$ cat config.mk
export PLATFORM = sky130hd
export DESIGN_NAME = wav_header_parser_pcm_extractor
export DESIGN_NICKNAME = d
export VERILOG_FILES = /design/src/whp_pkg.sv /design/src/whp_ctrl.sv /design/src/whp_datapath.sv /design/src/wav_header_parser_pcm_extractor.sv
export SDC_FILE = /design/constraint.sdc
export NUM_CORES = 1
export LEC_CHECK = 0
export BUFFER_PORTS_ARGS = -buffer_cell sky130_fd_sc_hd__buf_2
export CORE_MARGIN = 2
export CORE_UTILIZATION = 30
export DETAILED_ROUTE_END_ITERATION = 8
export SLEW_MARGIN = 20
export SYNTH_ARGS = -nofsm -noshare
export SYNTH_HDL_FRONTEND = slang
export SYNTH_SLANG_ARGS = --single-unit
$ cat constraint.sdc
create_clock -name clock -period 6.7 [get_ports clock]
set_input_delay 0.67 -clock clock [delete_from_list [all_inputs] [get_ports clock]]
set_output_delay 0.67 -clock clock [all_outputs]
set_load 0.02 [all_outputs]
$ cat src/whp_pkg.sv
// Shared types and constants for the WAV header parser and PCM extractor.
`timescale 1ns / 1ps
package whp_pkg;

   typedef enum logic [1:0] {
      ST_STREAM,
      ST_MUL,
      ST_DIV,
      ST_HDR
   } ctrl_state_type;

   typedef enum logic [2:0] {
      HDR_OK        = 3'd0,
      HDR_NO_RIFF   = 3'd1,
      HDR_NO_WAVE   = 3'd2,
      HDR_NO_FMT    = 3'd3,
      HDR_NOT_PCM   = 3'd4,
      HDR_NO_DATA   = 3'd5,
      HDR_RATE_HIGH = 3'd6,
      HDR_ZERO_DIV  = 3'd7
   } hdr_status_type;

   localparam logic [5:0]  HDR_LEN          = 6'd44;
   localparam logic [5:0]  HDR_LAST         = 6'd43;
   localparam logic [7:0]  PCM_FORMAT       = 8'h01;
   localparam logic [31:0] RATE_LIMIT_RESET = 32'd48000;
   localparam logic [4:0]  DIV_STEP_LAST    = 5'd31;
   localparam logic        KIND_HEADER      = 1'b0;
   localparam logic        KIND_SAMPLE      = 1'b1;

   typedef struct packed {
      logic byte_step;
      logic div_load;
      logic div_step;
      logic hdr_emit;
   } ctrl_cmd_type;

   typedef struct packed {
      logic hdr_last;
      logic out_full;
   } dp_status_type;

   // expected tag characters of the canonical header
   function automatic logic [7:0] tag_char(input logic [5:0] pos);
      logic [7:0] c;
      case (pos)
         6'd0:    c = 8'h52;
         6'd1:    c = 8'h49;
         6'd2:    c = 8'h46;
         6'd3:    c = 8'h46;
         6'd8:    c = 8'h57;
         6'd9:    c = 8'h41;
         6'd10:   c = 8'h56;
         6'd11:   c = 8'h45;
         6'd12:   c = 8'h66;
         6'd13:   c = 8'h6d;
         6'd14:   c = 8'h74;
         6'd15:   c = 8'h20;
         6'd36:   c = 8'h64;
         6'd37:   c = 8'h61;
         6'd38:   c = 8'h74;
         6'd39:   c = 8'h61;
         default: c = 8'h00;
      endcase
      return c;
   endfunction

endpackage

$ cat src/whp_ctrl.sv
// Controller: byte acceptance, divide sequencing and header result issue.
`timescale 1ns / 1ps
module whp_ctrl (
   input  logic                   clock,
   input  logic                   reset,
   input  logic                   req_valid,
   output logic                   req_stall,
   input  logic                   rsp_stall,
   input  whp_pkg::dp_status_type status,
   output whp_pkg::ctrl_cmd_type  cmd
);

   whp_pkg::ctrl_state_type state_ff, state_in;
   logic [4:0] div_cnt_ff, div_cnt_in;
   logic       accept;

   always_ff @(posedge clock) begin
      if (reset) begin
         state_ff   <= whp_pkg::ST_STREAM;
         div_cnt_ff <= '0;
      end else begin
         state_ff   <= state_in;
         div_cnt_ff <= div_cnt_in;
      end
   end

   always_comb begin
      req_stall  = (state_ff != whp_pkg::ST_STREAM) | (status.out_full & rsp_stall);
      accept     = req_valid & ~req_stall;
      state_in   = state_ff;
      div_cnt_in = div_cnt_ff;
      cmd        = '0;
      case (state_ff)
         whp_pkg::ST_STREAM: begin
            cmd.byte_step = accept;
            if (accept && status.hdr_last) begin
               state_in = whp_pkg::ST_MUL;
            end
         end
         whp_pkg::ST_MUL: begin
            cmd.div_load = 1'b1;
            div_cnt_in   = '0;
            state_in     = whp_pkg::ST_DIV;
         end
         whp_pkg::ST_DIV: begin
            cmd.div_step = 1'b1;
            div_cnt_in   = div_cnt_ff + 5'd1;
            if (div_cnt_ff == whp_pkg::DIV_STEP_LAST) begin
               state_in = whp_pkg::ST_HDR;
            end
         end
         whp_pkg::ST_HDR: begin
            if (!status.out_full || !rsp_stall) begin
               cmd.hdr_emit = 1'b1;
               state_in     = whp_pkg::ST_STREAM;
            end
         end
         default: begin
            state_in = whp_pkg::ST_STREAM;
         end
      endcase
   end

endmodule

$ cat src/whp_datapath.sv
// Datapath: header fields, frame divider, sample extraction and output register.
`timescale 1ns / 1ps
module whp_datapath (
   input  logic                   clock,
   input  logic                   reset,
   input  whp_pkg::ctrl_cmd_type  cmd,
   output whp_pkg::dp_status_type status,
   input  logic [7:0]             req_in_byte,
   input  logic                   req_file_start,
   output logic                   rsp_valid,
   input  logic                   rsp_stall,
   output logic                   rsp_item_kind,
   output logic [2:0]             rsp_header_status,
   output logic [15:0]            rsp_channel_count,
   output logic [15:0]            rsp_sample_bits,
   output logic [31:0]            rsp_rate_hz,
   output logic [31:0]            rsp_frame_total,
   output logic signed [15:0]     rsp_pcm_sample,
   output logic                   rsp_final_sample,
   input  logic                   csr_valid,
   output logic                   csr_ready,
   input  logic [31:0]            csr_rate_limit
);

   logic [31:0] rate_limit_ff, rate_limit_in;
   logic [5:0]  pos_ff, pos_in;
   logic [1:0]  phase_ff, phase_in;
   whp_pkg::hdr_status_type err_ff, err_in;
   logic [15:0] chan_ff, chan_in;
   logic [15:0] bits_ff, bits_in;
   logic [31:0] rate_ff, rate_in;
   logic [31:0] size_ff, size_in;
   logic [31:0] left_ff, left_in;
   logic [7:0]  low_ff, low_in;
   logic        done_ff, done_in;

   logic [28:0] divisor_ff, divisor_in;
   logic [31:0] rem_ff, rem_in;
   logic [31:0] quo_ff, quo_in;

   logic        out_valid_ff, out_valid_in;
   logic        out_kind_ff, out_kind_in;
   logic [2:0]  out_status_ff, out_status_in;
   logic [15:0] out_chan_ff, out_chan_in;
   logic [15:0] out_bits_ff, out_bits_in;
   logic [31:0] out_rate_ff, out_rate_in;
   logic [31:0] out_frames_ff, out_frames_in;
   logic [15:0] out_sample_ff, out_sample_in;
   logic        out_final_ff, out_final_in;

   logic [7:0]  b;
   logic [32:0] rem_sh;
   logic [32:0] rem_diff;
   logic        eight;
   logic [1:0]  phase_last;
   logic        final_beat;
   whp_pkg::hdr_status_type hstat;
   logic [31:0] frames;

   assign b         = req_in_byte;
   assign csr_ready = 1'b1;

   always_ff @(posedge clock) begin
      if (reset) begin
         rate_limit_ff <= whp_pkg::RATE_LIMIT_RESET;
         pos_ff        <= '0;
         phase_ff      <= '0;
         err_ff        <= whp_pkg::HDR_OK;
         chan_ff       <= '0;
         bits_ff       <= '0;
         rate_ff       <= '0;
         size_ff       <= '0;
         left_ff       <= '0;
         low_ff        <= '0;
         done_ff       <= 1'b1;
         out_valid_ff  <= 1'b0;
      end else begin
         rate_limit_ff <= rate_limit_in;
         pos_ff        <= pos_in;
         phase_ff      <= phase_in;
         err_ff        <= err_in;
         chan_ff       <= chan_in;
         bits_ff       <= bits_in;
         rate_ff       <= rate_in;
         size_ff       <= size_in;
         left_ff       <= left_in;
         low_ff        <= low_in;
         done_ff       <= done_in;
         out_valid_ff  <= out_valid_in;
      end
   end

   always_ff @(posedge clock) begin
      divisor_ff    <= divisor_in;
      rem_ff        <= rem_in;
      quo_ff        <= quo_in;
      out_kind_ff   <= out_kind_in;
      out_status_ff <= out_status_in;
      out_chan_ff   <= out_chan_in;
      out_bits_ff   <= out_bits_in;
      out_rate_ff   <= out_rate_in;
      out_frames_ff <= out_frames_in;
      out_sample_ff <= out_sample_in;
      out_final_ff  <= out_final_in;
   end

   always_comb begin
      status.hdr_last = ~req_file_start & ~done_ff & (pos_ff == whp_pkg::HDR_LAST);
      status.out_full = out_valid_ff;
   end

   // frame stride decode
   always_comb begin
      eight = (bits_ff == 16'd8);
      if (eight) begin
         phase_last = (chan_ff == 16'd2) ? 2'd1 : 2'd0;
      end else begin
         phase_last = (chan_ff == 16'd2) ? 2'd3 : 2'd1;
      end
      final_beat = (left_ff == 32'd1);
   end

   // header verdict, frame count and divider trial subtraction
   always_comb begin
      if (err_ff != whp_pkg::HDR_OK) begin
         hstat = err_ff;
      end else if (rate_ff > rate_limit_ff) begin
         hstat = whp_pkg::HDR_RATE_HIGH;
      end else if (divisor_ff == '0) begin
         hstat = whp_pkg::HDR_ZERO_DIV;
      end else begin
         hstat = whp_pkg::HDR_OK;
      end
      frames   = (divisor_ff == '0) ? 32'd0 : quo_ff;
      rem_sh   = {rem_ff, quo_ff[31]};
      rem_diff = rem_sh - {4'b0000, divisor_ff};
   end

   always_comb begin
      rate_limit_in = rate_limit_ff;
      pos_in        = pos_ff;
      phase_in      = phase_ff;
      err_in        = err_ff;
      chan_in       = chan_ff;
      bits_in       = bits_ff;
      rate_in       = rate_ff;
      size_in       = size_ff;
      left_in       = left_ff;
      low_in        = low_ff;
      done_in       = done_ff;
      divisor_in    = divisor_ff;
      rem_in        = rem_ff;
      quo_in        = quo_ff;
      out_valid_in  = out_valid_ff & rsp_stall;
      out_kind_in   = out_kind_ff;
      out_status_in = out_status_ff;
      out_chan_in   = out_chan_ff;
      out_bits_in   = out_bits_ff;
      out_rate_in   = out_rate_ff;
      out_frames_in = out_frames_ff;
      out_sample_in = out_sample_ff;
      out_final_in  = out_final_ff;

      if (csr_valid && csr_ready) begin
         rate_limit_in = csr_rate_limit;
      end

      if (cmd.byte_step) begin
         if (req_file_start) begin
            pos_in   = '0;
            phase_in = '0;
            err_in   = whp_pkg::HDR_OK;
            chan_in  = '0;
            bits_in  = '0;
            rate_in  = '0;
            size_in  = '0;
            left_in  = '0;
            low_in   = '0;
            done_in  = 1'b0;
         end
         if (!done_in) begin
            if (pos_in < whp_pkg::HDR_LEN) begin
               case (pos_in) inside
                  [6'd0:6'd3]: begin
                     if (b != whp_pkg::tag_char(pos_in) && err_in == whp_pkg::HDR_OK) begin
                        err_in = whp_pkg::HDR_NO_RIFF;
                     end
                  end
                  [6'd8:6'd11]: begin
                     if (b != whp_pkg::tag_char(pos_in) && err_in == whp_pkg::HDR_OK) begin
                        err_in = whp_pkg::HDR_NO_WAVE;
                     end
                  end
                  [6'd12:6'd15]: begin
                     if (b != whp_pkg::tag_char(pos_in) && err_in == whp_pkg::HDR_OK) begin
                        err_in = whp_pkg::HDR_NO_FMT;
                     end
                  end
                  6'd20: begin
                     if (b != whp_pkg::PCM_FORMAT && err_in == whp_pkg::HDR_OK) begin
                        err_in = whp_pkg::HDR_NOT_PCM;
                     end
                  end
                  6'd21: begin
                     if (b != 8'h00 && err_in == whp_pkg::HDR_OK) begin
                        err_in = whp_pkg::HDR_NOT_PCM;
                     end
                  end
                  [6'd22:6'd23]: begin
                     chan_in[{pos_in[0], 3'b000} +: 8] = b;
                  end
                  [6'd24:6'd27]: begin
                     rate_in[{pos_in[1:0], 3'b000} +: 8] = b;
                  end
                  [6'd34:6'd35]: begin
                     bits_in[{pos_in[0], 3'b000} +: 8] = b;
                  end
                  [6'd36:6'd39]: begin
                     if (b != whp_pkg::tag_char(pos_in) && err_in == whp_pkg::HDR_OK) begin
                        err_in = whp_pkg::HDR_NO_DATA;
                     end
                  end
                  [6'd40:6'd43]: begin
                     size_in[{pos_in[1:0], 3'b000} +: 8] = b;
                  end
                  default: begin
                  end
               endcase
               pos_in = pos_in + 6'd1;
            end else begin
               phase_in = (phase_ff >= phase_last) ? 2'd0 : phase_ff + 2'd1;
               if (!eight && phase_ff == 2'd0) begin
                  low_in = b;
               end
               if ((eight && phase_ff == 2'd0) || (!eight && phase_ff == 2'd1)) begin
                  out_valid_in  = 1'b1;
                  out_kind_in   = whp_pkg::KIND_SAMPLE;
                  out_status_in = whp_pkg::HDR_OK;
                  out_chan_in   = '0;
                  out_bits_in   = '0;
                  out_rate_in   = '0;
                  out_frames_in = '0;
                  out_sample_in = eight ? {b ^ 8'h80, 8'h00} : {b, low_ff};
                  out_final_in  = final_beat;
                  left_in       = left_ff - 32'd1;
                  if (final_beat) begin
                     done_in = 1'b1;
                  end
               end
            end
         end
      end

      if (cmd.div_load) begin
         divisor_in = 29'(chan_ff) * 29'(bits_ff[15:3]);
         rem_in     = '0;
         quo_in     = size_ff;
      end

      if (cmd.div_step) begin
         if (!rem_diff[32]) begin
            rem_in = rem_diff[31:0];
            quo_in = {quo_ff[30:0], 1'b1};
         end else begin
            rem_in = rem_sh[31:0];
            quo_in = {quo_ff[30:0], 1'b0};
         end
      end

      if (cmd.hdr_emit) begin
         out_valid_in  = 1'b1;
         out_kind_in   = whp_pkg::KIND_HEADER;
         out_status_in = hstat;
         out_chan_in   = chan_ff;
         out_bits_in   = bits_ff;
         out_rate_in   = rate_ff;
         out_frames_in = frames;
         out_sample_in = '0;
         out_final_in  = 1'b0;
         left_in       = frames;
         if (hstat != whp_pkg::HDR_OK || frames == '0) begin
            done_in = 1'b1;
         end
      end
   end

   assign rsp_valid         = out_valid_ff;
   assign rsp_item_kind     = out_kind_ff;
   assign rsp_header_status = out_status_ff;
   assign rsp_channel_count = out_chan_ff;
   assign rsp_sample_bits   = out_bits_ff;
   assign rsp_rate_hz       = out_rate_ff;
   assign rsp_frame_total   = out_frames_ff;
   assign rsp_pcm_sample    = $signed(out_sample_ff);
   assign rsp_final_sample  = out_final_ff;

endmodule

$ cat src/wav_header_parser_pcm_extractor.sv
// A sample beat is registered; it appears in the cycle after its last byte is taken.
// After header byte 43, the header result goes through the divisor multiply state,
// the radix-2 frame-count divider and the issue state, which waits on a stall.
// Throughput: one byte per cycle; header work or a stalled output raises req_stall.
// Reset: idle, rate limit 48000, bytes ignored until a beat with req_file_start.
`timescale 1ns / 1ps
module wav_header_parser_pcm_extractor (
   input  logic               clock,
   input  logic               reset,
   input  logic               req_valid,
   output logic               req_stall,
   input  logic [7:0]         req_in_byte,
   input  logic               req_file_start,
   output logic               rsp_valid,
   input  logic               rsp_stall,
   output logic               rsp_item_kind,
   output logic [2:0]         rsp_header_status,
   output logic [15:0]        rsp_channel_count,
   output logic [15:0]        rsp_sample_bits,
   output logic [31:0]        rsp_rate_hz,
   output logic [31:0]        rsp_frame_total,
   output logic signed [15:0] rsp_pcm_sample,
   output logic               rsp_final_sample,
   input  logic               csr_valid,
   output logic               csr_ready,
   input  logic [31:0]        csr_rate_limit
);

   whp_pkg::ctrl_cmd_type  cmd;
   whp_pkg::dp_status_type status;

   whp_ctrl u_ctrl (
      .clock     (clock),
      .reset     (reset),
      .req_valid (req_valid),
      .req_stall (req_stall),
      .rsp_stall (rsp_stall),
      .status    (status),
      .cmd       (cmd)
   );

   whp_datapath u_datapath (
      .clock             (clock),
      .reset             (reset),
      .cmd               (cmd),
      .status            (status),
      .req_in_byte       (req_in_byte),
      .req_file_start    (req_file_start),
      .rsp_valid         (rsp_valid),
      .rsp_stall         (rsp_stall),
      .rsp_item_kind     (rsp_item_kind),
      .rsp_header_status (rsp_header_status),
      .rsp_channel_count (rsp_channel_count),
      .rsp_sample_bits   (rsp_sample_bits),
      .rsp_rate_hz       (rsp_rate_hz),
      .rsp_frame_total   (rsp_frame_total),
      .rsp_pcm_sample    (rsp_pcm_sample),
      .rsp_final_sample  (rsp_final_sample),
      .csr_valid         (csr_valid),
      .csr_ready         (csr_ready),
      .csr_rate_limit    (csr_rate_limit)
   );

endmodule
* Yosys cells after proc, flatten, opt, wreduce, memory -nomap -nowiden
Memories as Yosys holds them, arrays and structs flattened.
Index checks and enable logic that the tools add are counted.
** Storage, ports and cells
- Memories kept :: 4
- Register bits :: 398
- Logic and storage cells :: 302
- Memory bits (read-only) :: 1792
- Input bits :: 46
** Operators by class
- Magnitude comparators :: 19
- Muxes and demuxes :: 170
- $mul :: 1
- Reduce and logical (&&, ||, !) cells :: 40
- $add $sub $neg :: 7
- Shift operators :: 4
- Eq/ne operators :: 21
- Bitwise operators :: 11
** Memories
- (name not given) :: depth 64, width 7, read ports 1, clocked after Yosys merged registers in 0, write ports 0, RTL line whp_pkg.sv:46 : case (pos)
- (name not given) :: depth 64, width 7, read ports 1, clocked after Yosys merged registers in 0, write ports 0, RTL line whp_pkg.sv:46
- (name not given) :: depth 64, width 7, read ports 1, clocked after Yosys merged registers in 0, write ports 0, RTL line whp_pkg.sv:46
- (name not given) :: depth 64, width 7, read ports 1, clocked after Yosys merged registers in 0, write ports 0, RTL line whp_pkg.sv:46
** Operator list (count)
- $mux W32 :: 43
- $mux W16 :: 29
- $mux W8 :: 31
- $mux W3 :: 27
- $bwmux W32 :: 2
- $sub A33 B29 Y33 :: 1
- $bwmux W16 :: 2
- $eq A32 B1 Y1 const B :: 1
- $gt A32 B32 Y1 :: 1
- $logic_not A32 Y1 :: 1
- $ne A8 B8 Y1 :: 4
- $shift A8 B7 Y32 const A :: 1
- $shiftx A8 B7 Y32 :: 1
- $sub A32 B1 Y32 const B :: 1
- $logic_not A29 Y1 :: 1
- $mul A16 B13 Y29 :: 1
- $mux W6 :: 4
- $mux W1 :: 21
- $ge A6 B6 Y1 const B :: 3
- $le A6 B6 Y1 const B :: 3
- $logic_and A1 B1 Y1 :: 18
- $mux W2 :: 9
- $eq A16 B2 Y1 const B :: 1
- $eq A16 B4 Y1 const B :: 1
- 37 further kinds :: 66

* Depth between registers and ports, before layout
Gate-level depths: netlist of the first run.
- Depth in word-level cells :: 34
- Gate-level depth with buffers :: 23
- Gate-level depth less buffers :: 21

* Cells and area by module
A second synthesis of the first run with hierarchy kept.
** Unflattened totals
- Cell total of the unflattened synthesis :: 2731
- Area total of the unflattened synthesis :: 25854.8 µm²
** By module, submodules not included
- whp_datapath :: times used 1, cells an instance 2683, area an instance 25440.6 µm²
- whp_ctrl :: times used 1, cells an instance 48, area an instance 414.1 µm²

* Worst setup path after synthesis of the first run
No wires, ideal clock.
- Path type :: register -> register
- Start point :: register u_datapath.bits_ff[7]
- End point :: register u_datapath.divisor_ff[28], data pin
- Buffers on the path :: 2
- Setup time :: 0.260 ns
- Data arrival time :: 5.367 ns
- Data required time :: 6.440 ns
- Clock period less this slack :: 5.627 ns
- Setup slack :: 1.073 ns
- Cell stages (with the launch flop) :: 22
- Cell sequence :: dfxtp_1 > clkbuf_1 > clkbuf_1 > nand2_1 > fa_1 > fa_1 > fa_1 > inv_1 > fa_1 > inv_1 > fa_1 > inv_1 > ha_1 > o211ai_1 > a21oi_1 > a221oi_1 > a21oi_1 > a211oi_1 > o211ai_1 > a21o_1 > a21oi_1 > xnor2_1
** Between the ends
- Cells in the longest elaborated chain, start to end :: 1
** RTL lines
- start, declared :: RTL line whp_datapath.sv:30 : logic [15:0] bits_ff, bits_in;
- start signal, assigned :: RTL line whp_datapath.sv:83 : bits_ff <= bits_in;
- $mul A16 B13 Y29 :: RTL line whp_datapath.sv:255 : divisor_in = 29'(chan_ff) * 29'(bits_ff[15:3]);
- end signal, assigned :: RTL line whp_datapath.sv:94 : divisor_ff <= divisor_in;
- end, declared :: RTL line whp_datapath.sv:37 : logic [28:0] divisor_ff, divisor_in;
Every way passes these cells.
A chain may end at the register's enable or synchronous reset.

* Worst setup path after layout of the first run
- Start point :: register u_datapath.bits_ff[10]
- End point :: register u_datapath.divisor_ff[28], data pin
Same word-level chain as after synthesis.

==> results of run 1 <==
placed cells by master (no fill, tap or decap), types with 12 or more instances in the layout:
cell / n
a211oi_1: 16
a21o_1: 27
a21oi_1: 121
a221oi_1: 14
a22oi_1: 73
a32oi_1: 25
and2_1: 141
and3_1: 80
buf_2: 163
buf_4: 36
clkbuf_16: 44
dfxtp_1: 206
edfxtp_1: 192
fa_1: 155
ha_1: 153
inv_1: 297
mux2_2: 32
mux2i_1: 53
nand2_1: 223
nand2b_1: 31
nand3_1: 34
nand4_1: 21
nor2_1: 262
nor2b_1: 12
nor3_1: 48
nor4_1: 32
o211ai_1: 15
o21a_1: 21
o21ai_0: 47
o21ai_1: 33
or3_1: 14
xnor2_1: 45
xor2_1: 13
final cells by class:
type	instances	area share, %
tap	1144	4.89
clock buffer	58	4.14
antenna	1	0.00855
clock inverter	24	0.850
timing repair buffer	200	3.75
sequential	398	33.8
inverter	302	3.88
multi-input combinational	1860	48.7
power groups by stage:
stage | Clock (mW) | Sequential [mW] | Combinational [mW]
2_1_floorplan | 0 | 2.74 | 0.578
3_3_place_gp | 0 | 2.76 | 0.760
3_5_place_dp | 0 | 2.76 | 0.765
4_1_cts | 2.53 | 2.71 | 0.766
5_1_grt | 2.63 | 2.72 | 0.847
6_report | 2.48 | 2.71 | 0.767
metrics by stage:
| stage | area (um2) | hold WS [ns] | total power [mW] | utilization [%] | worst slack [ns] |
|---|---|---|---|---|---|
| global route | 29300 | 0.303 | 6.20 | 34.3 | 0.220 |
| detailed placement | 27800 | 0.445 | 3.53 | 32.6 | 0.613 |
| floorplan | 25800 | 0.429 | 3.32 | - | 1.07 |
| finish | 29300 | 0.296 | 5.96 | 34.3 | 0.560 |
| global placement | 27800 | 0.443 | 3.52 | 32.6 | 0.759 |
| CTS | 29300 | 0.275 | 6.01 | 34.3 | 0.593 |
worst reg2reg max path: cells and delay by family, from the launching register on:
family	cells	cell delay [ns]
adder cells (fa/ha/maj)	6	2.95
AO/OA/AOI/OAI	8	1.67
flip-flops	1	0.86
AND/OR/NAND/NOR	1	0.20
buffers and inverters	3	0.16
XOR/XNOR	1	0.08
metal layers:
layer,up-vias,GRT usage (%)
li1,9496,-
met5,-,0
met2,675,24.8
met4,0,4.35
met1,9739,23.5
met3,102,2.96
path summary, 6_finish.rpt:
path	start	end	slack [ns]	depth (start not counted)
setup / recovery	u_datapath.bits_ff[10]$_SDFFE_PP0P_	u_datapath.divisor_ff[28]$_DFFE_PN_	0.56	19
hold / removal	csr_rate_limit[8]	u_datapath.rate_limit_ff[8]$_SDFFE_PP1P_	0.30	3
setup reg to reg	u_datapath.bits_ff[10]$_SDFFE_PP0P_	u_datapath.divisor_ff[28]$_DFFE_PN_	0.56	19
hold reg to reg	u_datapath.rsp_pcm_sample[13]$_SDFFE_PP0P_	u_datapath.rsp_pcm_sample[13]$_SDFFE_PP0P_	0.46	2
flip-flops by register name, indices dropped and copies added, names as in the netlist, 29 cells and up:
name	cells
u_datapath.quo_ff	32
u_datapath.size_ff	32
u_datapath.left_ff	32
u_datapath.rsp_rate_hz	32
u_datapath.rem_ff	32
u_datapath.divisor_ff	29
u_datapath.rate_limit_ff	32
u_datapath.rsp_frame_total	32
u_datapath.rate_ff	32
logic make-up after synthesis:
| family | Yosys count | share of synthesized area (%) |
|---|---|---|
| AOI/OAI and AO/OA | 465 | 12.2 |
| buffers and inverters | 444 | 6.60 |
| and+or+nand+nor | 938 | 17.9 |
| other | 1 | 0.0145 |
| muxes | 87 | 3.53 |
| xor gates and xnor gates | 58 | 1.97 |
| adders and majority gates | 311 | 19.6 |
| DFF | 398 | 38.3 |
==> flow_metrics.env, run 1 <==
export IMPL_cp_top_family="adder cells"
export IMPL_ys_seq_elements=398
export IMPL_start_util_pct=30.3
export IMPL_yosysTopAreaCellShare_pct=22.3
export IMPL_p_int_mw=4.33
export IMPL_ys_flop_type="dfxtp_1"
export IMPL_synth_cells=2702
export IMPL_cts_setup_buffers=0
export IMPL_die_x_um=298
export IMPL_cp_start_kind="flop"
export IMPL_p_switching_mw=1.63
export IMPL_num_rows=107
export IMPL_vdd_drop_max_v=0.000168
export IMPL_max_cap_violations=0
export IMPL_hold_viol_final=0
export IMPL_multi_input_area_um2=14300
export IMPL_critical_path_slowest_cell="dfxtp_1"
export IMPL_ys_async_sr_fraction_pct=0
export IMPL_stdcell_count=3987
export IMPL_ios=166
export IMPL_leakage_nw=12.7
export IMPL_dr_wl_met3_um=5420
export IMPL_final_nets=3163
export IMPL_setup_viol=0
export IMPL_cp_arrival_ns=6.48
export IMPL_first_pass_iters=5
export IMPL_via_per_inst=5.02
export IMPL_coreArea_um2=85300
export IMPL_post_cts_resized=0
export IMPL_yosys_top_cells_count="297 x inv_1, 262 x nor2_1, 224 x nand2_1"
export IMPL_drc_errors=0
export IMPL_p_comb_share_pct=12.9
export IMPL_antenna_found_initial=3
export IMPL_pwr_share_clk_pct=41.6
export IMPL_worstHoldPathType="primary input to flop"
export IMPL_clock_sinks=398
export IMPL_status="finished clean"
export IMPL_cts_root_buf="clkbuf_16"
export IMPL_p_sw_share_pct=27.3
export IMPL_clockBufferDepth=3
export IMPL_critical_path_class="flop to flop"
export IMPL_portBuffers=164
export IMPL_end_kind="flop"
export IMPL_grt_pass1_vias=19700
export IMPL_die_area_um2=88500
export IMPL_insertion_delay_ns=0.59
export IMPL_sequentialPowerShare_pct=45.5
export IMPL_ant_nets=0
export IMPL_min_period_over_period_pct=91.6
export IMPL_yosysWarnings=0
export IMPL_grt_pass1_wl_um=115000
export IMPL_wl_um=73600
export IMPL_rsz0062_at_grt="no"
export IMPL_yosysTopAreaCell="edfxtp_1"
export IMPL_cts_buffers=44
export IMPL_finalCriticalPeriod_ns=6.14
export IMPL_cp_required_ns=7.04
export IMPL_path_clk_slew_ns=0.07
export IMPL_synth_fp_nets=3059
export IMPL_slew_violations=0
export IMPL_relSlewSlack_pct=31.2
export IMPL_die_h_um=298
export IMPL_synth_area_um2=25800
export IMPL_avgSynthCellArea_um2=9.57
export IMPL_track_usage_pct=16.2
export IMPL_fmax_mhz=163
export IMPL_tightest_slew_ns=1.03
export IMPL_grt_max_degree=75
export IMPL_place_inst=3904
export IMPL_fill_cells=8712
export IMPL_yosysMostFrequentCell="inv_1"
export IMPL_skew_ns=0.0221
export IMPL_power_per_cell_area_nw_per_um2=203
export IMPL_routed_wl_met2_um=32200
export IMPL_area_delta_synth_final_pct=13.3
export IMPL_gp_congestion=0.885
export IMPL_slowest_delay_ns=0.86
export IMPL_ys_types=83
export IMPL_dr_max_layer_used="met4"
export IMPL_critPathBufInv=3
export IMPL_synth_area_top_cells="edfxtp_1 22%, dfxtp_1 16%, fa_1 12%"
export IMPL_cts_tree="built"
export IMPL_ff_latch_area_um2=9890
export IMPL_wl_met1_um=34400
export IMPL_synth_edf_count=192
export IMPL_layout_drive_gt1_share_pct=11.6
export IMPL_vias=20000
export IMPL_crit_top_cell="fa_1"
export IMPL_ctsHoldBuffers=0
export IMPL_cp_cell_sequence="nand2_1, fa_1, inv_1, fa_1, fa_1, fa_1, inv_1, fa_1, inv_1, ha_1, o211ai_1, a21oi_1, a221oi_1, a21oi_1, a211oi_1, o211ai_1, a21o_1, a21oi_1, xnor2_1"
export IMPL_tns_ns=0
export IMPL_cts_htree_levels=2
export IMPL_routedWlPerCell_um=18.5
export IMPL_place_hpwl_um=53200
export IMPL_overflow=0
export IMPL_dr_first_iter_drc_count=1472
export IMPL_ys_seq_area_share_pct=38.3
export IMPL_cp_max_fo=19
(Power assumes the default switching activity.)
==> inputs of run 2 (changes only) <==
--- a/config.mk
+++ b/config.mk
@@ -9,6 +9,7 @@
 export CORE_MARGIN = 2
 export CORE_UTILIZATION = 30
 export DETAILED_ROUTE_END_ITERATION = 8
+export PLACE_DENSITY = 0.51
 export SLEW_MARGIN = 20
 export SYNTH_ARGS = -nofsm -noshare
 export SYNTH_HDL_FRONTEND = slang
==> run 2 against run 1 <==
Against the previous run:
- sequential power about the same
- die area unchanged
- critical path depth unchanged
- via count decreased by 0.42%
- routed wire length increased by 5.0%
- first-iteration DRC count decreased by 6.4%
- register-to-register slack improved by 0.10 ns
- worst hold slack got worse by 0.0030 ns
- largest power group unchanged
==> flow_metrics.env, run 2 (same netlist as run 1, synthesis figures left out) <==
export IMPL_wl_um=77200
export IMPL_clock_sinks=398
export IMPL_cts_buffers=46
export IMPL_cp_required_ns=7.04
export IMPL_overflow=0
export IMPL_power_per_cell_area_nw_per_um2=205
export IMPL_status="finished clean"
export IMPL_final_common_cell="inv_1"
export IMPL_crit_top_cell="fa_1"
export IMPL_cp_max_fo=16
export IMPL_grt_max_degree=115
export IMPL_slowest_delay_ns=0.78
export IMPL_first_pass_iters=9
export IMPL_tns_ns=0
export IMPL_num_rows=107
export IMPL_tightest_slew_ns=1.07
export IMPL_worstHoldPathType="primary input to flop"
export IMPL_cp_arrival_ns=6.38
export IMPL_leakage_nw=12.8
export IMPL_cp_cell_sequence="nand2_1, fa_1, fa_1, fa_1, inv_1, fa_1, inv_1, fa_1, inv_1, ha_1, o211ai_1, a21oi_1, a221oi_1, a21oi_1, a211oi_1, o211ai_1, a21o_1, a21oi_1, xnor2_1"
export IMPL_path_clk_slew_ns=0.06
export IMPL_min_period_over_period_pct=90.1
export IMPL_p_int_mw=4.34
export IMPL_grt_pass1_wl_um=119000
export IMPL_gp_congestion=0.848
export IMPL_end_kind="flop"
export IMPL_grt_pass1_vias=19800
export IMPL_ios=166
export IMPL_p_switching_mw=1.67
export IMPL_cts_htree_levels=2
export IMPL_place_hpwl_um=55400
export IMPL_p_sw_share_pct=27.7
export IMPL_slew_violations=0
export IMPL_p_comb_share_pct=13.1
export IMPL_holdWs_ns=0.293
export IMPL_antenna_found_initial=2
export IMPL_ctsHoldBuffers=0
export IMPL_vias=19900
export IMPL_relSlewSlack_pct=28.0
export IMPL_rsz0062_at_grt="no"
export IMPL_pwr_share_clk_pct=41.7
export IMPL_critical_path_slowest_cell="dfxtp_1"
export IMPL_start_util_pct=30.3
export IMPL_die_x_um=298
export IMPL_via_per_inst=4.99
export IMPL_skew_ns=0.0297
export IMPL_drc_errors=0
export IMPL_final_area_um2=29300
export IMPL_max_cap_violations=0
export IMPL_cp_start_kind="flop"
export IMPL_coreArea_um2=85300
export IMPL_critPathBufInv=3
export IMPL_portBuffers=164
export IMPL_ant_nets=0
export IMPL_cts_tree="built"
export IMPL_stdcell_count=3990
export IMPL_diodes=0
export IMPL_cts_setup_buffers=0
export IMPL_clockBufferDepth=3
export IMPL_setup_viol=0
export IMPL_finalCriticalPeriod_ns=6.04
export IMPL_fmax_mhz=166
export IMPL_area_delta_synth_final_pct=13.5
export IMPL_dr_first_iter_drc_count=1378
export IMPL_hold_viol_final=0
export IMPL_die_area_um2=88500
export IMPL_cts_root_buf="clkbuf_16"
export IMPL_layout_common_cells="297 x inv_1, 262 x nor2_1, 223 x nand2_1"
export IMPL_track_usage_pct=17.1
export IMPL_placed_cell_area_um2=27800
export IMPL_vdd_drop_max_v=0.000163
export IMPL_routedWlPerCell_um=19.4
export IMPL_critical_path_class="flop to flop"
export IMPL_post_cts_resized=0
export IMPL_insertion_delay_ns=0.61
export IMPL_cp_top_family="adder cells"
export IMPL_sequentialPowerShare_pct=45.2
export IMPL_final_nets=3165
export IMPL_layout_drive_gt1_share_pct=11.6
export IMPL_place_inst=3904
export IMPL_die_h_um=298
[run 2: cell types whose count changed in the layout (fill, tap and decap cells not counted), moves of 2 or more]
cell       change
inv_4          +2
clkinv_4       -3
clkbuf_1       +4
clkinv_2       +2
clkbuf_16      +3
clkbuf_8       -3
[run 2: area by class of cell]
type                            instances  area (um2)
Multi-Input combinational cell       1860       14300
Fill cell                            8796       56000
Tap cell                             1144        1430
Inverter                              302        1140
Clock inverter                         24         224
Timing Repair Buffer                  200        1110
Sequential cell                       398        9890
Clock buffer                           62        1260
[run 2: worst min-delay path, cell delays in order]
cell,delay (ns)
buf_2,0.08
nand2_1,0.05
o211ai_1,0.06
[run 2: through the flow]
stage	worst slack [ns]	utilization (%)	power (mW)
detailed placement	0.638	32.6	3.55
global route	0.283	34.4	6.26
finish	0.663	34.4	6.01
CTS	0.625	34.4	6.07
global placement	0.660	32.6	3.55
floorplan	1.07	-	3.32
[run 2: power groups by stage]
stage | clock network (mW) | logic (mW) | registers, mW
after floorplan | 0 | 0.578 | 2.74
after global placement | 0 | 0.784 | 2.77
after detailed placement | 0 | 0.784 | 2.77
after CTS | 2.56 | 0.787 | 2.72
after global routing | 2.67 | 0.866 | 2.73
final | 2.51 | 0.787 | 2.72
[run 2: final timing paths]
kind	from	endpoint	slack, ns	depth (start not counted)
setup / recovery	u_datapath.chan_ff[7]$_SDFFE_PP0P_	u_datapath.divisor_ff[28]$_DFFE_PN_	0.66	19
setup reg to reg	u_datapath.chan_ff[7]$_SDFFE_PP0P_	u_datapath.divisor_ff[28]$_DFFE_PN_	0.66	19
hold reg to reg	u_datapath.rsp_pcm_sample[9]$_SDFFE_PP0P_	u_datapath.rsp_pcm_sample[9]$_SDFFE_PP0P_	0.46	2
hold / removal	csr_rate_limit[13]	u_datapath.rate_limit_ff[13]$_SDFFE_PP1P_	0.29	3
[run 2: routing by layer]
layer	share of wire, %	vias to the layer above	GRT usage (%)
li1	-	9486	-
met1	48	9790	24.9
met2	44	559	26.1
met3	6.0	92	2.88
met4	2.1	0	4.35
met5	0	-	0
==> inputs of run 3 (changes only) <==
==> constraint.sdc (replaced) <==
create_clock -name clock -period 7.4 [get_ports clock]
set_input_delay 0.74 -clock clock [delete_from_list [all_inputs] [get_ports clock]]
set_output_delay 0.74 -clock clock [all_outputs]
set_load 0.02 [all_outputs]
==> run 3 against run 2 <==
Against the previous run:
- first-iteration DRC count fell by 5.0%
- critical path depth did not move
- power fell by 9.1%
- global-route usage fell by 0.16 points
- final cell count fell by 0.30%
- clock power fell by 8.4%
- combinational power fell by 10%
- setup slack improved by 0.62 ns
- sequential power fell by 9.6%
- worst hold slack improved by 0.093 ns
- largest power group unchanged
- via count fell by 1.1%
==> flow_metrics.env, run 3 (same netlist as run 1, synthesis figures left out) <==
export IMPL_critical_path_slowest_cell="dfxtp_1"
export IMPL_max_cap_violations=0
export IMPL_ctsHoldBuffers=0
export IMPL_leakage_nw=12.7
export IMPL_dr_max_layer_used="met4"
export IMPL_skew_ns=0.0168
export IMPL_cts_setup_buffers=0
export IMPL_slowest_delay_ns=0.84
export IMPL_grt_pass1_wl_um=118000
export IMPL_worstSetupEndpoint="u_datapath.divisor_ff[28]$_DFFE_PN_"
export IMPL_power_per_cell_area_nw_per_um2=187
export IMPL_grt_pass1_vias=19700
export IMPL_relSlewSlack_pct=24.1
export IMPL_worst_path_stages=19
export IMPL_die_area_um2=88500
export IMPL_min_period_over_period_pct=82.6
export IMPL_area_delta_synth_final_pct=13.3
export IMPL_clockBufferDepth=3
export IMPL_finalCriticalPeriod_ns=6.11
export IMPL_post_cts_resized=0
export IMPL_critical_path_class="flop to flop"
export IMPL_cp_arrival_ns=6.43
export IMPL_vias=19700
export IMPL_first_pass_iters=5
export IMPL_ios=166
export IMPL_gp_congestion=0.830
export IMPL_stdcell_count=3978
export IMPL_layout_drive_gt1_share_pct=11.2
export IMPL_die_x_um=298
export IMPL_rr_endpoint="u_datapath.divisor_ff[28]$_DFFE_PN_"
export IMPL_critPathBufInv=3
export IMPL_dr_first_iter_drc_count=1309
export IMPL_cp_start_kind="flop"
export IMPL_coreArea_um2=85300
export IMPL_place_inst=3896
export IMPL_cts_root_buf="clkbuf_16"
export IMPL_num_rows=107
export IMPL_worstHoldPathType="primary input to flop"
export IMPL_sequentialPowerShare_pct=45.0
export IMPL_r2r_cells=19
export IMPL_layout_common_cells="297 x inv_1, 262 x nor2_1, 223 x nand2_1"
export IMPL_portBuffers=164
export IMPL_vdd_drop_max_v=0.000134
export IMPL_pwr_share_clk_pct=42.1
export IMPL_drc_errors=0
export IMPL_cp_cell_sequence="nand2_1, fa_1, fa_1, fa_1, inv_1, fa_1, inv_1, fa_1, inv_1, ha_1, o211ai_1, a21oi_1, a221oi_1, a21oi_1, a211oi_1, o211ai_1, a21o_1, a21oi_1, xnor2_1"
export IMPL_die_h_um=298
export IMPL_p_switching_mw=1.45
export IMPL_crit_top_cell="fa_1"
export IMPL_cp_top_family="adder cells"
export IMPL_routed_wl_met2_um=33300
export IMPL_end_kind="flop"
export IMPL_overflow=0
export IMPL_path_clk_slew_ns=0.06
export IMPL_insertion_delay_ns=0.58
export IMPL_routedWlPerCell_um=19.2
export IMPL_wl_met1_um=37000
export IMPL_wl_um=76600
export IMPL_place_hpwl_um=54600
export IMPL_track_usage_pct=16.9
export IMPL_final_nets=3155
export IMPL_ant_nets=0
export IMPL_r2r_start="u_datapath.bits_ff[7]$_SDFFE_PP0P_"
export IMPL_tns_ns=0
export IMPL_start_util_pct=30.3
export IMPL_dr_wl_met3_um=4950
export IMPL_rsz0062_at_grt="no"
export IMPL_cp_required_ns=7.72
export IMPL_cts_tree="built"
export IMPL_reg2reg_slack_ns=1.29
export IMPL_setup_viol=0
export IMPL_p_sw_share_pct=26.6
export IMPL_holdCritStartpoint="csr_rate_limit[13]"
export IMPL_grt_max_degree=75
export IMPL_antenna_found_initial=5
export IMPL_slew_violations=0
export IMPL_p_int_mw=4.01
export IMPL_fmax_mhz=164
export IMPL_cts_htree_levels=2
export IMPL_p_comb_share_pct=13.0
export IMPL_tightest_slew_ns=1.13
export IMPL_clock_sinks=398
export IMPL_critPathLaunch="u_datapath.bits_ff[7]$_SDFFE_PP0P_"
export IMPL_status="finished clean"
export IMPL_cp_max_fo=19
export IMPL_hold_viol_final=0
export IMPL_via_per_inst=4.96
export IMPL_final_common_cell="inv_1"
export IMPL_cts_buffers=44
-- run 3: cell types whose count changed in the layout (fill, tap and decap cells not counted), moves of 2 or more --
cell,before,now
buf_4,35,28
clkinv_2,9,2
clkbuf_1,12,16
clkinv_1,6,3
clkbuf_16,47,49
-- run 3: metrics by stage --
step | utilization [%] | hold WS [ns] | power (mW) | worst slack, ns | instance area (um2)
finish | 34.3 | 0.387 | 5.47 | 1.29 | 29300
global route | 34.3 | 0.377 | 5.69 | 0.824 | 29300
CTS | 34.3 | 0.363 | 5.53 | 1.23 | 29300
detailed placement | 32.6 | 0.452 | 3.21 | 1.27 | 27800
global placement | 32.6 | 0.444 | 3.21 | 1.34 | 27800
floorplan | - | 0.429 | 3.00 | 1.77 | 25800
-- run 3: how the worst min path moves through the flow --
stage / end / cells after the start
2_1_floorplan: u_datapath.size_ff[17]$_SDFFE_PP0P_ / 2
3_3_place_gp: u_datapath.rsp_pcm_sample[14]$_SDFFE_PP0P_ / 2
3_5_place_dp: u_datapath.rsp_pcm_sample[11]$_SDFFE_PP0P_ / 2
4_1_cts: u_datapath.rate_limit_ff[13]$_SDFFE_PP1P_ / 3
5_1_grt: u_datapath.rate_limit_ff[13]$_SDFFE_PP1P_ / 3
6_report: u_datapath.rate_limit_ff[13]$_SDFFE_PP1P_ / 3
-- run 3: metal layers --
layer | up-vias | global-route usage (%)
li1 | 9470 | -
met1 | 9657 | 24.5
met2 | 499 | 25.9
met3 | 85 | 3.51
met4 | 0 | 3.64
met5 | - | 0
-- run 3: power by group through the flow --
stage	clock (mW)	sequential (mW)	combinational, mW
after global placement	0	2.51	0.705
final	2.30	2.46	0.708
after CTS	2.36	2.46	0.709
after floorplan	0	2.48	0.524
after global routing	2.44	2.47	0.780
after detailed placement	0	2.51	0.705
-- run 3: area by class of cell --
class	count	area, um2
fillers	8827	56000
multi-input cells	1860	14300
flip-flops and latches	398	9890
well taps	1144	1430
clock buffers	70	1350
inverters	302	1140
repair buffers	192	1040
clock inverters	11	155
diodes	1	2.50
-- run 3: worst min-delay path, stage by stage --
cell and delay (ns):
buf_2 0.08, nand2_1 0.04, o211ai_1 0.06
